File: src/rtl/core/hta_pkg.sv
`timescale 1ns / 1ps
// Handle table allocator package: sizes, operation and status codes.
// No dependencies; used by handle_table_allocator.
package hta_pkg;

    localparam int NUM_HANDLES = 256;
    localparam int HANDLE_BITS = $clog2(NUM_HANDLES);
    localparam int CNT_BITS    = HANDLE_BITS + 1;
    localparam int OBJ_BITS    = 16;   // stored object id width
    localparam int FIELD_BITS  = 8;    // handle fields on the ports
    localparam int OBJ_IN_BITS = 16;   // object_id field on the port

    typedef enum logic [1:0] {
        OP_INSERT = 2'd0,
        OP_REMOVE = 2'd1,
        OP_DUP    = 2'd2,
        OP_CLEAR  = 2'd3
    } op_t;

    typedef enum logic [1:0] {
        ST_OK       = 2'd0,
        ST_UNMAPPED = 2'd1,
        ST_FULL     = 2'd2
    } status_t;

endpackage

File: src/rtl/core/hta_ram.sv
`timescale 1ns / 1ps
// Simple dual-port RAM, one write and one registered read port.
// Stand-alone; used by handle_table_allocator for object and free-stack storage.
module hta_ram #(
    parameter int ADDR_BITS = 8,
    parameter int DATA_BITS = 8
) (
    input  logic                 aclk,
    input  logic                 wr_en,
    input  logic [ADDR_BITS-1:0] wr_addr,
    input  logic [DATA_BITS-1:0] wr_data,
    input  logic                 rd_en,
    input  logic [ADDR_BITS-1:0] rd_addr,
    output logic [DATA_BITS-1:0] rd_data
);

    logic [DATA_BITS-1:0] mem [2**ADDR_BITS];

    always_ff @(posedge aclk) begin
        if (wr_en) begin
            mem[wr_addr] <= wr_data;
        end
        if (rd_en) begin
            rd_data <= mem[rd_addr];
        end
    end

endmodule

File: src/rtl/core/handle_table_allocator.sv
`timescale 1ns / 1ps
// Handle table allocator: maps handles to object ids, with a LIFO of freed handles.
// Depends on hta_pkg and hta_ram.
//
// Usage:
//   Input items arrive on s_t* (operation in s_tuser, operands in s_tdata).
//   Each item yields exactly one result item on m_t* (handle and status).
//   One item is in work at a time; s_tready is high only while the block waits
//   for an item. A finished result sits in the output register, so the next
//   item is taken while that result still waits for m_tready.
// States from accept to m_tvalid:
//   remove, clear:          S_DECODE, S_RESP
//   insert from free stack: S_DECODE, S_ALLOC, S_POP, S_RESP; sequential search
//                           takes S_SCAN in place of S_POP, once per handle tried
//   dup with target:        S_DECODE, S_DUPRD, S_RESP, plus S_SRCH_RD and S_SRCH_CMP
//                           per free-stack entry searched to take the target out,
//                           and S_SRCH_MOVE when the target is found there
// The per-item cost is set by the registered read of the object and free-stack
// RAMs and by the one-entry-per-step stack search and handle scan.
// Reset empties the table (valid bits clear at once), empties the stack and
// sets the sequential counter to one; RAM contents need no clearing.
// A stalled receiver holds the result; a further item finishes its work and
// then waits until the output register is free.
module handle_table_allocator
    import hta_pkg::*;
(
    input  logic        aclk,
    input  logic        aresetn,
    input  logic        s_tvalid,
    output logic        s_tready,
    input  logic [39:0] s_tdata,  // handle[7:0], has_target[8], target_handle[16:9],
                                  // object_id[32:17], zero fill
    input  logic [1:0]  s_tuser,  // operation[1:0]
    output logic        m_tvalid,
    input  logic        m_tready,
    output logic [15:0] m_tdata   // result_handle[7:0], status[9:8], zero fill
);

    typedef enum logic [3:0] {
        S_IDLE, S_DECODE, S_ALLOC, S_POP, S_SCAN, S_DUPRD,
        S_SRCH_RD, S_SRCH_CMP, S_SRCH_MOVE, S_RESP
    } state_t;

    state_t                  state_reg;
    op_t                     op_reg;
    logic [FIELD_BITS-1:0]   src_reg;
    logic                    has_t_reg;
    logic [FIELD_BITS-1:0]   tgt_reg;
    logic [OBJ_BITS-1:0]     obj_reg;
    logic [NUM_HANDLES-1:0]  valid_reg;
    logic [CNT_BITS-1:0]     cnt_reg;
    logic [CNT_BITS-1:0]     seq_reg;
    logic [CNT_BITS-1:0]     idx_reg;
    logic [FIELD_BITS-1:0]   res_reg;
    status_t                 st_reg;
    logic                    m_tvalid_reg;
    logic [FIELD_BITS-1:0]   m_handle_reg;
    status_t                 m_status_reg;

    // RAM ports
    logic                    stk_wr_en, stk_rd_en, obj_wr_en, obj_rd_en;
    logic [HANDLE_BITS-1:0]  stk_wr_addr, stk_rd_addr, obj_wr_addr, obj_rd_addr;
    logic [HANDLE_BITS-1:0]  stk_wr_data, stk_q;
    logic [OBJ_BITS-1:0]     obj_wr_data, obj_q;

    logic                    src_ok, tgt_ok, stk_empty, stk_full, seq_end;
    logic [HANDLE_BITS-1:0]  src_idx, tgt_idx, top_idx, seq_idx;

    assign src_ok    = 32'(src_reg) < NUM_HANDLES;
    assign tgt_ok    = 32'(tgt_reg) < NUM_HANDLES;
    assign src_idx   = HANDLE_BITS'(src_reg);
    assign tgt_idx   = HANDLE_BITS'(tgt_reg);
    assign top_idx   = HANDLE_BITS'(cnt_reg - 1'b1);
    assign seq_idx   = seq_reg[HANDLE_BITS-1:0];
    assign stk_empty = cnt_reg == '0;
    assign stk_full  = cnt_reg == CNT_BITS'(NUM_HANDLES);
    assign seq_end   = seq_reg >= CNT_BITS'(NUM_HANDLES);

    assign s_tready = state_reg == S_IDLE;
    assign m_tvalid = m_tvalid_reg;
    assign m_tdata  = {6'b0, m_status_reg, m_handle_reg};

    hta_ram #(.ADDR_BITS(HANDLE_BITS), .DATA_BITS(HANDLE_BITS)) u_stack (
        .aclk    (aclk),
        .wr_en   (stk_wr_en),
        .wr_addr (stk_wr_addr),
        .wr_data (stk_wr_data),
        .rd_en   (stk_rd_en),
        .rd_addr (stk_rd_addr),
        .rd_data (stk_q)
    );

    hta_ram #(.ADDR_BITS(HANDLE_BITS), .DATA_BITS(OBJ_BITS)) u_objects (
        .aclk    (aclk),
        .wr_en   (obj_wr_en),
        .wr_addr (obj_wr_addr),
        .wr_data (obj_wr_data),
        .rd_en   (obj_rd_en),
        .rd_addr (obj_rd_addr),
        .rd_data (obj_q)
    );

    always_comb begin
        stk_wr_en   = 1'b0;
        stk_wr_addr = HANDLE_BITS'(cnt_reg);
        stk_wr_data = src_idx;
        stk_rd_en   = 1'b0;
        stk_rd_addr = top_idx;
        obj_wr_en   = 1'b0;
        obj_wr_addr = stk_q;
        obj_wr_data = obj_reg;
        obj_rd_en   = 1'b0;
        obj_rd_addr = src_idx;
        case (state_reg)
            S_DECODE: begin
                if (op_reg == OP_REMOVE && src_ok && valid_reg[src_idx] && !stk_full) begin
                    stk_wr_en = 1'b1;
                end
                if (op_reg == OP_DUP) begin
                    obj_rd_en = 1'b1;
                end
            end
            S_ALLOC: begin
                stk_rd_en = !stk_empty;
            end
            S_POP: begin
                obj_wr_en = 1'b1;
            end
            S_SCAN: begin
                if (!seq_end && !valid_reg[seq_idx]) begin
                    obj_wr_en   = 1'b1;
                    obj_wr_addr = seq_idx;
                end
            end
            S_DUPRD: begin
                if (has_t_reg && tgt_ok) begin
                    obj_wr_en   = 1'b1;
                    obj_wr_addr = tgt_idx;
                    obj_wr_data = obj_q;
                end
            end
            S_SRCH_RD: begin
                stk_rd_en   = 1'b1;
                stk_rd_addr = idx_reg[HANDLE_BITS-1:0];
            end
            S_SRCH_CMP: begin
                stk_rd_en = stk_q == tgt_idx;   // fetch the top to fill the hole
            end
            S_SRCH_MOVE: begin
                stk_wr_en   = 1'b1;
                stk_wr_addr = idx_reg[HANDLE_BITS-1:0];
                stk_wr_data = stk_q;
            end
            default: begin
            end
        endcase
    end

    always_ff @(posedge aclk) begin
        if (!aresetn) begin
            state_reg    <= S_IDLE;
            valid_reg    <= '0;
            cnt_reg      <= '0;
            seq_reg      <= CNT_BITS'(1);
            m_tvalid_reg <= 1'b0;
        end else begin
            // the response state reloads the output register itself
            if (m_tvalid_reg && m_tready && state_reg != S_RESP) begin
                m_tvalid_reg <= 1'b0;
            end
            case (state_reg)
                S_IDLE: begin
                    if (s_tvalid) begin
                        op_reg    <= op_t'(s_tuser);
                        src_reg   <= s_tdata[7:0];
                        has_t_reg <= s_tdata[8];
                        tgt_reg   <= s_tdata[16:9];
                        obj_reg   <= OBJ_BITS'(s_tdata[32:17]);
                        state_reg <= S_DECODE;
                    end
                end
                S_DECODE: begin
                    res_reg   <= '0;
                    st_reg    <= ST_OK;
                    state_reg <= S_RESP;
                    case (op_reg)
                        OP_INSERT: begin
                            state_reg <= S_ALLOC;
                        end
                        OP_REMOVE: begin
                            if (src_ok && valid_reg[src_idx]) begin
                                valid_reg[src_idx] <= 1'b0;
                                if (!stk_full) begin
                                    cnt_reg <= cnt_reg + 1'b1;
                                end
                                res_reg <= src_reg;
                            end else begin
                                st_reg <= ST_UNMAPPED;
                            end
                        end
                        OP_DUP: begin
                            if (src_ok && valid_reg[src_idx]) begin
                                state_reg <= S_DUPRD;
                            end else begin
                                st_reg <= ST_UNMAPPED;
                            end
                        end
                        OP_CLEAR: begin
                            valid_reg <= '0;
                            cnt_reg   <= '0;
                            seq_reg   <= CNT_BITS'(1);
                        end
                        default: begin
                        end
                    endcase
                end
                S_ALLOC: begin
                    if (!stk_empty) begin
                        cnt_reg   <= cnt_reg - 1'b1;
                        state_reg <= S_POP;
                    end else begin
                        state_reg <= S_SCAN;
                    end
                end
                S_POP: begin
                    valid_reg[stk_q] <= 1'b1;
                    res_reg          <= FIELD_BITS'(stk_q);
                    state_reg        <= S_RESP;
                end
                S_SCAN: begin
                    if (seq_end) begin
                        st_reg    <= ST_FULL;
                        state_reg <= S_RESP;
                    end else if (valid_reg[seq_idx]) begin
                        seq_reg <= seq_reg + 1'b1;
                    end else begin
                        // counter stays; the handle is skipped next time as occupied
                        valid_reg[seq_idx] <= 1'b1;
                        res_reg            <= FIELD_BITS'(seq_idx);
                        state_reg          <= S_RESP;
                    end
                end
                S_DUPRD: begin
                    if (!has_t_reg) begin
                        obj_reg   <= obj_q;
                        state_reg <= S_ALLOC;
                    end else if (!tgt_ok) begin
                        st_reg    <= ST_UNMAPPED;
                        state_reg <= S_RESP;
                    end else begin
                        valid_reg[tgt_idx] <= 1'b1;
                        res_reg            <= tgt_reg;
                        idx_reg            <= '0;
                        state_reg          <= stk_empty ? S_RESP : S_SRCH_RD;
                    end
                end
                S_SRCH_RD: begin
                    state_reg <= S_SRCH_CMP;
                end
                S_SRCH_CMP: begin
                    if (stk_q == tgt_idx) begin
                        state_reg <= S_SRCH_MOVE;
                    end else if (idx_reg + 1'b1 >= cnt_reg) begin
                        state_reg <= S_RESP;
                    end else begin
                        idx_reg   <= idx_reg + 1'b1;
                        state_reg <= S_SRCH_RD;
                    end
                end
                S_SRCH_MOVE: begin
                    cnt_reg   <= cnt_reg - 1'b1;
                    state_reg <= S_RESP;
                end
                S_RESP: begin
                    if (!m_tvalid_reg || m_tready) begin
                        m_tvalid_reg <= 1'b1;
                        m_handle_reg <= res_reg;
                        m_status_reg <= st_reg;
                        state_reg    <= S_IDLE;
                    end
                end
                default: begin
                    state_reg <= S_IDLE;
                end
            endcase
        end
    end

`ifndef SYNTHESIS
    a_cnt_bound: assert property (@(posedge aclk) disable iff (!aresetn)
        cnt_reg <= CNT_BITS'(NUM_HANDLES))
        else $error("free stack count beyond table size");

    a_seq_nonzero: assert property (@(posedge aclk) disable iff (!aresetn)
        seq_reg != '0)
        else $error("sequential counter reached handle zero");

    a_err_zero: assert property (@(posedge aclk) disable iff (!aresetn)
        m_tvalid_reg && m_status_reg != ST_OK |-> m_handle_reg == '0)
        else $error("failed result carries a handle");

    a_pop_free: assert property (@(posedge aclk) disable iff (!aresetn)
        state_reg == S_POP |-> !valid_reg[stk_q])
        else $error("popped handle is already mapped");

    a_resp_once: assert property (@(posedge aclk) disable iff (!aresetn)
        state_reg == S_RESP && (!m_tvalid_reg || m_tready) |=> state_reg == S_IDLE && m_tvalid_reg)
        else $error("result not loaded on response");
`endif

endmodule

File: config.mk
export PLATFORM = sky130hd
export DESIGN_NAME = handle_table_allocator
export DESIGN_NICKNAME = d
export VERILOG_FILES = /design/src/rtl/core/hta_pkg.sv /design/src/rtl/core/hta_ram.sv /design/src/rtl/core/handle_table_allocator.sv
export SDC_FILE = /design/constraint.sdc
export NUM_CORES = 2
export LEC_CHECK = 0
export BUFFER_PORTS_ARGS = -buffer_cell sky130_fd_sc_hd__buf_4
export CAP_MARGIN = 10
export CORE_MARGIN = 5
export CORE_UTILIZATION = 41
export DETAILED_ROUTE_END_ITERATION = 12
export SYNTH_ARGS = -nofsm -noshare
export SYNTH_HDL_FRONTEND = slang
export SYNTH_HIERARCHICAL = 1
export SYNTH_SLANG_ARGS = --single-unit
File: constraint.sdc
create_clock -name aclk -period 19.2 [get_ports aclk]
set_input_delay 1.92 -clock aclk [delete_from_list [all_inputs] [get_ports aclk]]
set_output_delay 1.92 -clock aclk [all_outputs]
set_load 0.03 [all_outputs]
== Word-level counts from Yosys, hierarchy flattened ==
Memories as Yosys holds them, arrays and structs flattened. A register that Yosys moved wholly into a read port is not among the register bits.
Index checks and enable logic that the tools add are counted.

* $mul: 0
* Eq/ne operators: 30
* $lt $le $gt $ge: 10
* Multiplexer cells: 64
* Div/mod/pow operators: 0
* Reductions and logical operators: 30
* Shifts and indexed selects: 0
* Bitwise gates (word level): 5
* Add/subtract/negate cells: 4

{| class="wikitable"
|+ Operator list
! operator !! count
|-
| 256-bit 2-to-1 mux || 4
|-
| 256-bit case mux with 4 select lines || 1
|-
| 256-bit bitwise OR || 3
|-
| 256-bit case mux with 2 select lines || 1
|-
| 256-bit bitwise AND || 1
|-
| 256-bit inverter || 1
|-
| 9-bit 2-to-1 mux || 9
|-
| 8-bit 2-to-1 mux || 8
|-
| 9-bit case mux with 2 select lines || 3
|-
| 8-bit by 9-bit less-than comparator with 1-bit output, second input constant || 4
|-
| 4-bit 2-to-1 mux || 9
|-
| 4-bit case mux with 9 select lines || 1
|-
| 1-bit demux with 8-bit select || 4
|-
| 8-bit by 1-bit greater-or-equal comparator with 1-bit output, second input constant || 4
|-
| 8-bit case mux with 4 select lines || 1
|-
| 9-bit by 1-bit adder with 9-bit output, second input constant || 3
|-
| 9-bit case mux with 3 select lines || 1
|-
| 2-bit != test, second input constant || 10
|-
| 1-bit binary-select mux with 8-bit select || 2
|-
| 4-bit by 3-bit == test with 1-bit output, second input constant || 4
|-
| 5-bit AND reduction || 3
|-
| 1-bit 2-to-1 mux || 14
|-
| 3-bit AND reduction || 4
|-
| 9-bit == test, second input constant || 1
|-
| 31 further kinds || 47
|}

* Output and inout port bits: 18
* Register bits: 327
* Logic and storage cells: 158
* Latch bits: 0
* Input bits: 46
* ROM bits: 0
* RAM bits: 2048
* Memories: 1

{| class="wikitable"
|+ Memories
! name !! words !! bits a word !! rd ports !! clocked after memory_dff !! wr ports !! line !! RTL
|-
| u_stack.mem || 256 || 8 || 1 || 1 || 1 || hta_ram.sv:17 || <nowiki>logic [DATA_BITS-1:0] mem [2**ADDR_BITS];</nowiki>
|}

== Logic depth before layout (Yosys ltp) ==
* Depth after elaboration: 9
* Depth in mapped cells: 18
* Depth with buffers taken out: 11

== Cells and area by module ==
Netlist, hierarchy kept.

{| class="wikitable"
|+ By module, submodules not included
! module !! area an instance (sq um) !! cells an instance !! instances
|-
| hta_ram || 79636.4 || 3733 || 1
|-
| handle_table_allocator || 26370.3 || 3555 || 1
|}

== Least setup slack after synthesis ==
OpenSTA, ideal clock, no wires.

* Path type: register -> register
* From: register state_reg[0]
* To: memory u_stack.mem[0][7] (data pin)
* Setup slack: 5.760 ns
* Data arrival time: 11.251 ns
* Buffers on the path: 3
* Stages on the path, launching flop included: 7
* Path through: dfxtp_1 > clkbuf_1 > nor3_1 > and2_1 > clkbuf_1 > clkbuf_1 > o21ai_0

* Longest elaborated chain between the ends: 2

{| class="wikitable"
|+ Ends and longest elaborated chain
! element !! line !! RTL
|-
| start: declaration || handle_table_allocator.sv:44 || <nowiki>state_t state_reg;</nowiki>
|-
| start signal: assignment || handle_table_allocator.sv:254 || <nowiki>state_reg <= stk_empty ? S_RESP : S_SRCH_RD;</nowiki>
|-
| 4-bit == test || handle_table_allocator.sv:114 || <nowiki>case (state_reg)</nowiki>
|-
| 8-bit 2-to-1 mux || handle_table_allocator.sv:114 ||
|-
| net stk_wr_data[7] || handle_table_allocator.sv:63 || <nowiki>logic [HANDLE_BITS-1:0] stk_wr_data, stk_q;</nowiki>
|-
| end: declaration || hta_ram.sv:17 ||
|}

The timed path passes the listed nets, and every way through them passes these cells.

== Worst setup path after layout ==
* From: register src_reg[0] (netlist: obj_rd_addr[0])
* To: register valid_reg[185]

* Longest elaborated chain between the ends: 9
* Elaborated cells between the ends (all ways): 14
* Classes of those cells: order compare (2); eq/ne (1); mux (7); bitwise (2); reduce/logical (2)

{| class="wikitable"
|+ Ends and longest elaborated chain
! element !! line !! RTL
|-
| start: declaration || handle_table_allocator.sv:46 || <nowiki>logic [FIELD_BITS-1:0] src_reg;</nowiki>
|-
| start signal: assignment || handle_table_allocator.sv:175 || <nowiki>src_reg <= s_tdata[7:0];</nowiki>
|-
| 8-bit by 9-bit less-than comparator with 1-bit output (not written as such) / 8-bit by 1-bit greater-or-equal comparator with 1-bit output (equally long branches) || handle_table_allocator.sv:192 || <nowiki>valid_reg[src_idx] <= 1'b0;</nowiki>
|-
| 1-bit logical AND (not written as such) || handle_table_allocator.sv:192 ||
|-
| 1-bit 2-to-1 mux (not written as such) || handle_table_allocator.sv:192 ||
|-
| 1-bit demux with 8-bit select || handle_table_allocator.sv:192 ||
|-
| 256-bit inverter (no source line) || - ||
|-
| 256-bit bitwise AND (no source line) || - ||
|-
| 256-bit 2-to-1 mux || handle_table_allocator.sv:191 || <nowiki>if (src_ok && valid_reg[src_idx]) begin</nowiki>
|-
| 256-bit case mux with 2 select lines || handle_table_allocator.sv:186 || <nowiki>case (op_reg)</nowiki>
|-
| 256-bit case mux with 4 select lines || handle_table_allocator.sv:171 || <nowiki>case (state_reg)</nowiki>
|-
| end signal: assignment || handle_table_allocator.sv:162 || <nowiki>valid_reg <= '0;</nowiki>
|-
| end signal: indexed assignment || handle_table_allocator.sv:192 ||
|-
| end signal: assignment || handle_table_allocator.sv:209 || <nowiki>valid_reg <= '0;</nowiki>
|-
| end: declaration || handle_table_allocator.sv:50 || <nowiki>logic [NUM_HANDLES-1:0] valid_reg;</nowiki>
|}

Several ways; a longest one is shown, not always the timed one. The select of a mux whose other input is x is not followed.
A chain may end at the register's enable or synchronous reset.

==> results.toml <==
[sta]
tns_ns = 0
fin_crit_sh_pct = 40.1
fin_worst_skew_ns = 0.125
tightest_slew_ns = 1.41
relSlewSlack_pct = 5.53
fin_crit_ns = 7.69
setup_viol = 0
max_freq_ghz = 0.130
finalHoldViolations = 0
slew_violations = 0
rsz0062_at_grt = "no"

[setup_path]
ff2ff_path_depth = 13
path_cells = "buf_4 -> buf_4 -> mux4_2 -> mux2_2 -> a2111oi_0 -> or4_1 -> nand4_1 -> and3_4 -> o22ai_4 -> buf_4 -> buf_4 -> buf_4 -> o21ai_0"
ff2ff_setup_slack_ns = 11.51
cp-start-kind = "register"
crit_top_cell = "buf_4"
required_ns = 19.90
endpoint_kind = "register"
r2r-end = "valid_reg[185]"
path_class = "register to register"
cpPeakStageDelay_ns = 1.07
reg2reg_from = "obj_rd_addr[0]"
crit_path_max_fanout = 132
arrival_ns = 8.40
crit_slowest_cell = "buf_4"

[cts]
clk_latency_ns = 0.95
postCtsSetupRepairBufs = 0
cts_resized = 0
cts_root_buf = "clkbuf_16"
holdBufCountCts = 0
cts_tree = "done"
numCtsBuffers = 241
max-clock-path-buffers = 3
cts.sink_count = 2383
clkTransAtPathRegs_ns = 0.06
htreeDepth = 4

[yosys]
synthCells = 7288
synth_cell_types = 86
ys_seq_area_share_pct = 64.9
ys_warn_count = 6
synth-edff-count = 2104
synth_seq_cells = 2383
synth_top_flop_cell = "edfxtp_1"
avgSynthCellArea_um2 = 14.5
syn-cell-area_um2 = 106000
async_flop_share_pct = 0

[finish]
nets = 7208
postLayoutCoreUtil_pct = 45.7
area_growth_pct = 10.9
layout_commonest_cell = "edfxtp_1"
layout-drive-gt1-share_pct = 17.5
largest_reg_flops = 2048
final_cell_mix = "edfxtp_1, nand3_1, mux4_2, nand2_1, a21oi_1"

[min_path]
min_to = "m_handle_reg[3]"
holdPathStages = 0
hp-start = "res_reg[3]"
hold_path_class = "register to register"

[placement]
globalplace.congestion = 0.983
port_buffers = 34
dpl.hpwl_um = 196000

[die]
fp.dieW_um = 518
initial_core_util_pct = 41.2
io_pins = 64
std_cell_rows = 186
core-area_um2 = 257000
dieArea_um2 = 269000
die_h_um = 518

[global_route]
first_global_vias = 66824
grt_max_degree = 207
grt_pass1_wl_um = 482000
track_usage_pct = 24.4
antenna_found_initial = 10
grt_overflow = 0

[route]
drtAntennaViolNets = 0
drc = 0
highest_layer = "met5"
num_vias = 70308
wl_per_cell_um = 31.5
viasPerCell = 6.54
routed_wl_um = 339000
met2WireLength_um = 149000
wl_met3_um = 39600
firstDrtPassIters = 9
drtIter0Drc = 11326
wl_met1_um = 133000

[run]
drv_cap = 0

[pwr]
p_leak_nw = 37.3
cellPowerDensity_nw_per_um2 = 149
peakVddDrop_mv = 0.198

[run_status]
status = "finished, final reports clean"
## final cells by class
| type | instances | area [um2] |
|---|---|---|
| fill | 22190 | 140000 |
| sequential | 2383 | 68800 |
| timing repair buffer | 241 | 1930 |
| antenna | 13 | 32.5 |
| clock buffer | 293 | 6360 |
| inverter | 30 | 118 |
| multi-input combinational | 4244 | 34300 |
| clock inverter | 160 | 1850 |
| tap | 3384 | 4230 |
## where the power goes
part | total [W] | internal (W) | switching, W
Sequential | 0.00611 | 0.00605 | 0.0000558
Combinational | 0.00656 | 0.00199 | 0.00457
Clock | 0.00480 | 0.00273 | 0.00207
Total | 0.0175 | 0.0108 | 0.00669
## metrics by stage
step | power [W] | area (um2) | setup WS (ns) | instances | hold WS [ns]
after detailed placement | 0.0127 | 109000 | 11.81 | 10277 | 0.407
after global routing | 0.0180 | 118000 | 11.21 | 10738 | 0.441
after floorplan | 0.0104 | 106000 | 5.76 | 7293 | 0.400
after global placement | 0.0126 | 109000 | 11.93 | 10276 | 0.413
final | 0.0175 | 118000 | 11.51 | 10748 | 0.421
after CTS | 0.0174 | 118000 | 11.79 | 10730 | 0.421
## synthesized netlist by cell type, drive strengths merged, types with 12 or more instances
| cell type | instances | area share (%) |
|---|---|---|
| mux2i | 166 | 1.6 |
| a21oi | 411 | 1.9 |
| nand3 | 730 | 3.4 |
| nor2 | 418 | 1.5 |
| o21ai | 325 | 1.5 |
| dfxtp | 279 | 5.3 |
| a211oi | 32 | 0.25 |
| nor4 | 34 | 0.22 |
| and2 | 14 | 0.083 |
| o31ai | 24 | 0.17 |
| a31oi | 12 | 0.071 |
| mux2 | 20 | 0.21 |
| edfxtp | 2104 | 60 |
| ha | 21 | 0.25 |
| nand2 | 579 | 2.1 |
| o211ai | 16 | 0.11 |
| mux4 | 582 | 12 |
| a221oi | 20 | 0.17 |
| nor2b | 58 | 0.34 |
| a22oi | 139 | 0.98 |
| clkbuf | 408 | 1.4 |
| o221ai | 277 | 2.3 |
| nand4 | 19 | 0.11 |
| nand2b | 47 | 0.28 |
| inv | 28 | 0.099 |
| buf | 228 | 1.6 |
| nor3 | 57 | 0.27 |
| o22ai | 65 | 0.39 |
| a311oi | 16 | 0.13 |
| xnor2 | 19 | 0.16 |
## per-layer routing
metal | GRT usage (%) | up-vias
met5 | 0 | -
met4 | 10.9 | 4
met3 | 7.09 | 1019
met2 | 35.9 | 4682
met1 | 33.6 | 35865
li1 | - | 28738
## worst max-delay path: cells and delay by family (launching register included)
family / cells / cell delay, ns
buf+inv: 5 / 4.19
compound gates: 3 / 0.97
simple gates: 3 / 0.93
mux: 2 / 0.92
flops: 1 / 0.32
## worst max-delay path by stage
| stage | start | endpoint | depth (start not counted) |
|---|---|---|---|
| floorplan | state_reg[0] | u_stack/mem[0][7] | 6 |
| CTS | obj_rd_addr[0] | valid_reg[131] | 13 |
| detailed placement | obj_rd_addr[0] | valid_reg[131] | 13 |
| global route | obj_rd_addr[0] | valid_reg[33] | 13 |
| finish | obj_rd_addr[0] | valid_reg[185] | 13 |
| global placement | obj_rd_addr[0] | valid_reg[35] | 13 |
## cells by family (layout without fill, tap and decap cells)
logic type	after synthesis	after routing	synth area share (%)
compound gates	1420	1420	8.77
xor+xnor	27	27	0.223
simple gates	2002	2002	8.59
buf+inv	666	724	3.14
mux	768	768	14.2
other cells	1	19	0.00354
fa+ha+maj	21	21	0.248
flops	2383	2383	64.9
Note: power is estimated with default switching activity, not from simulation.
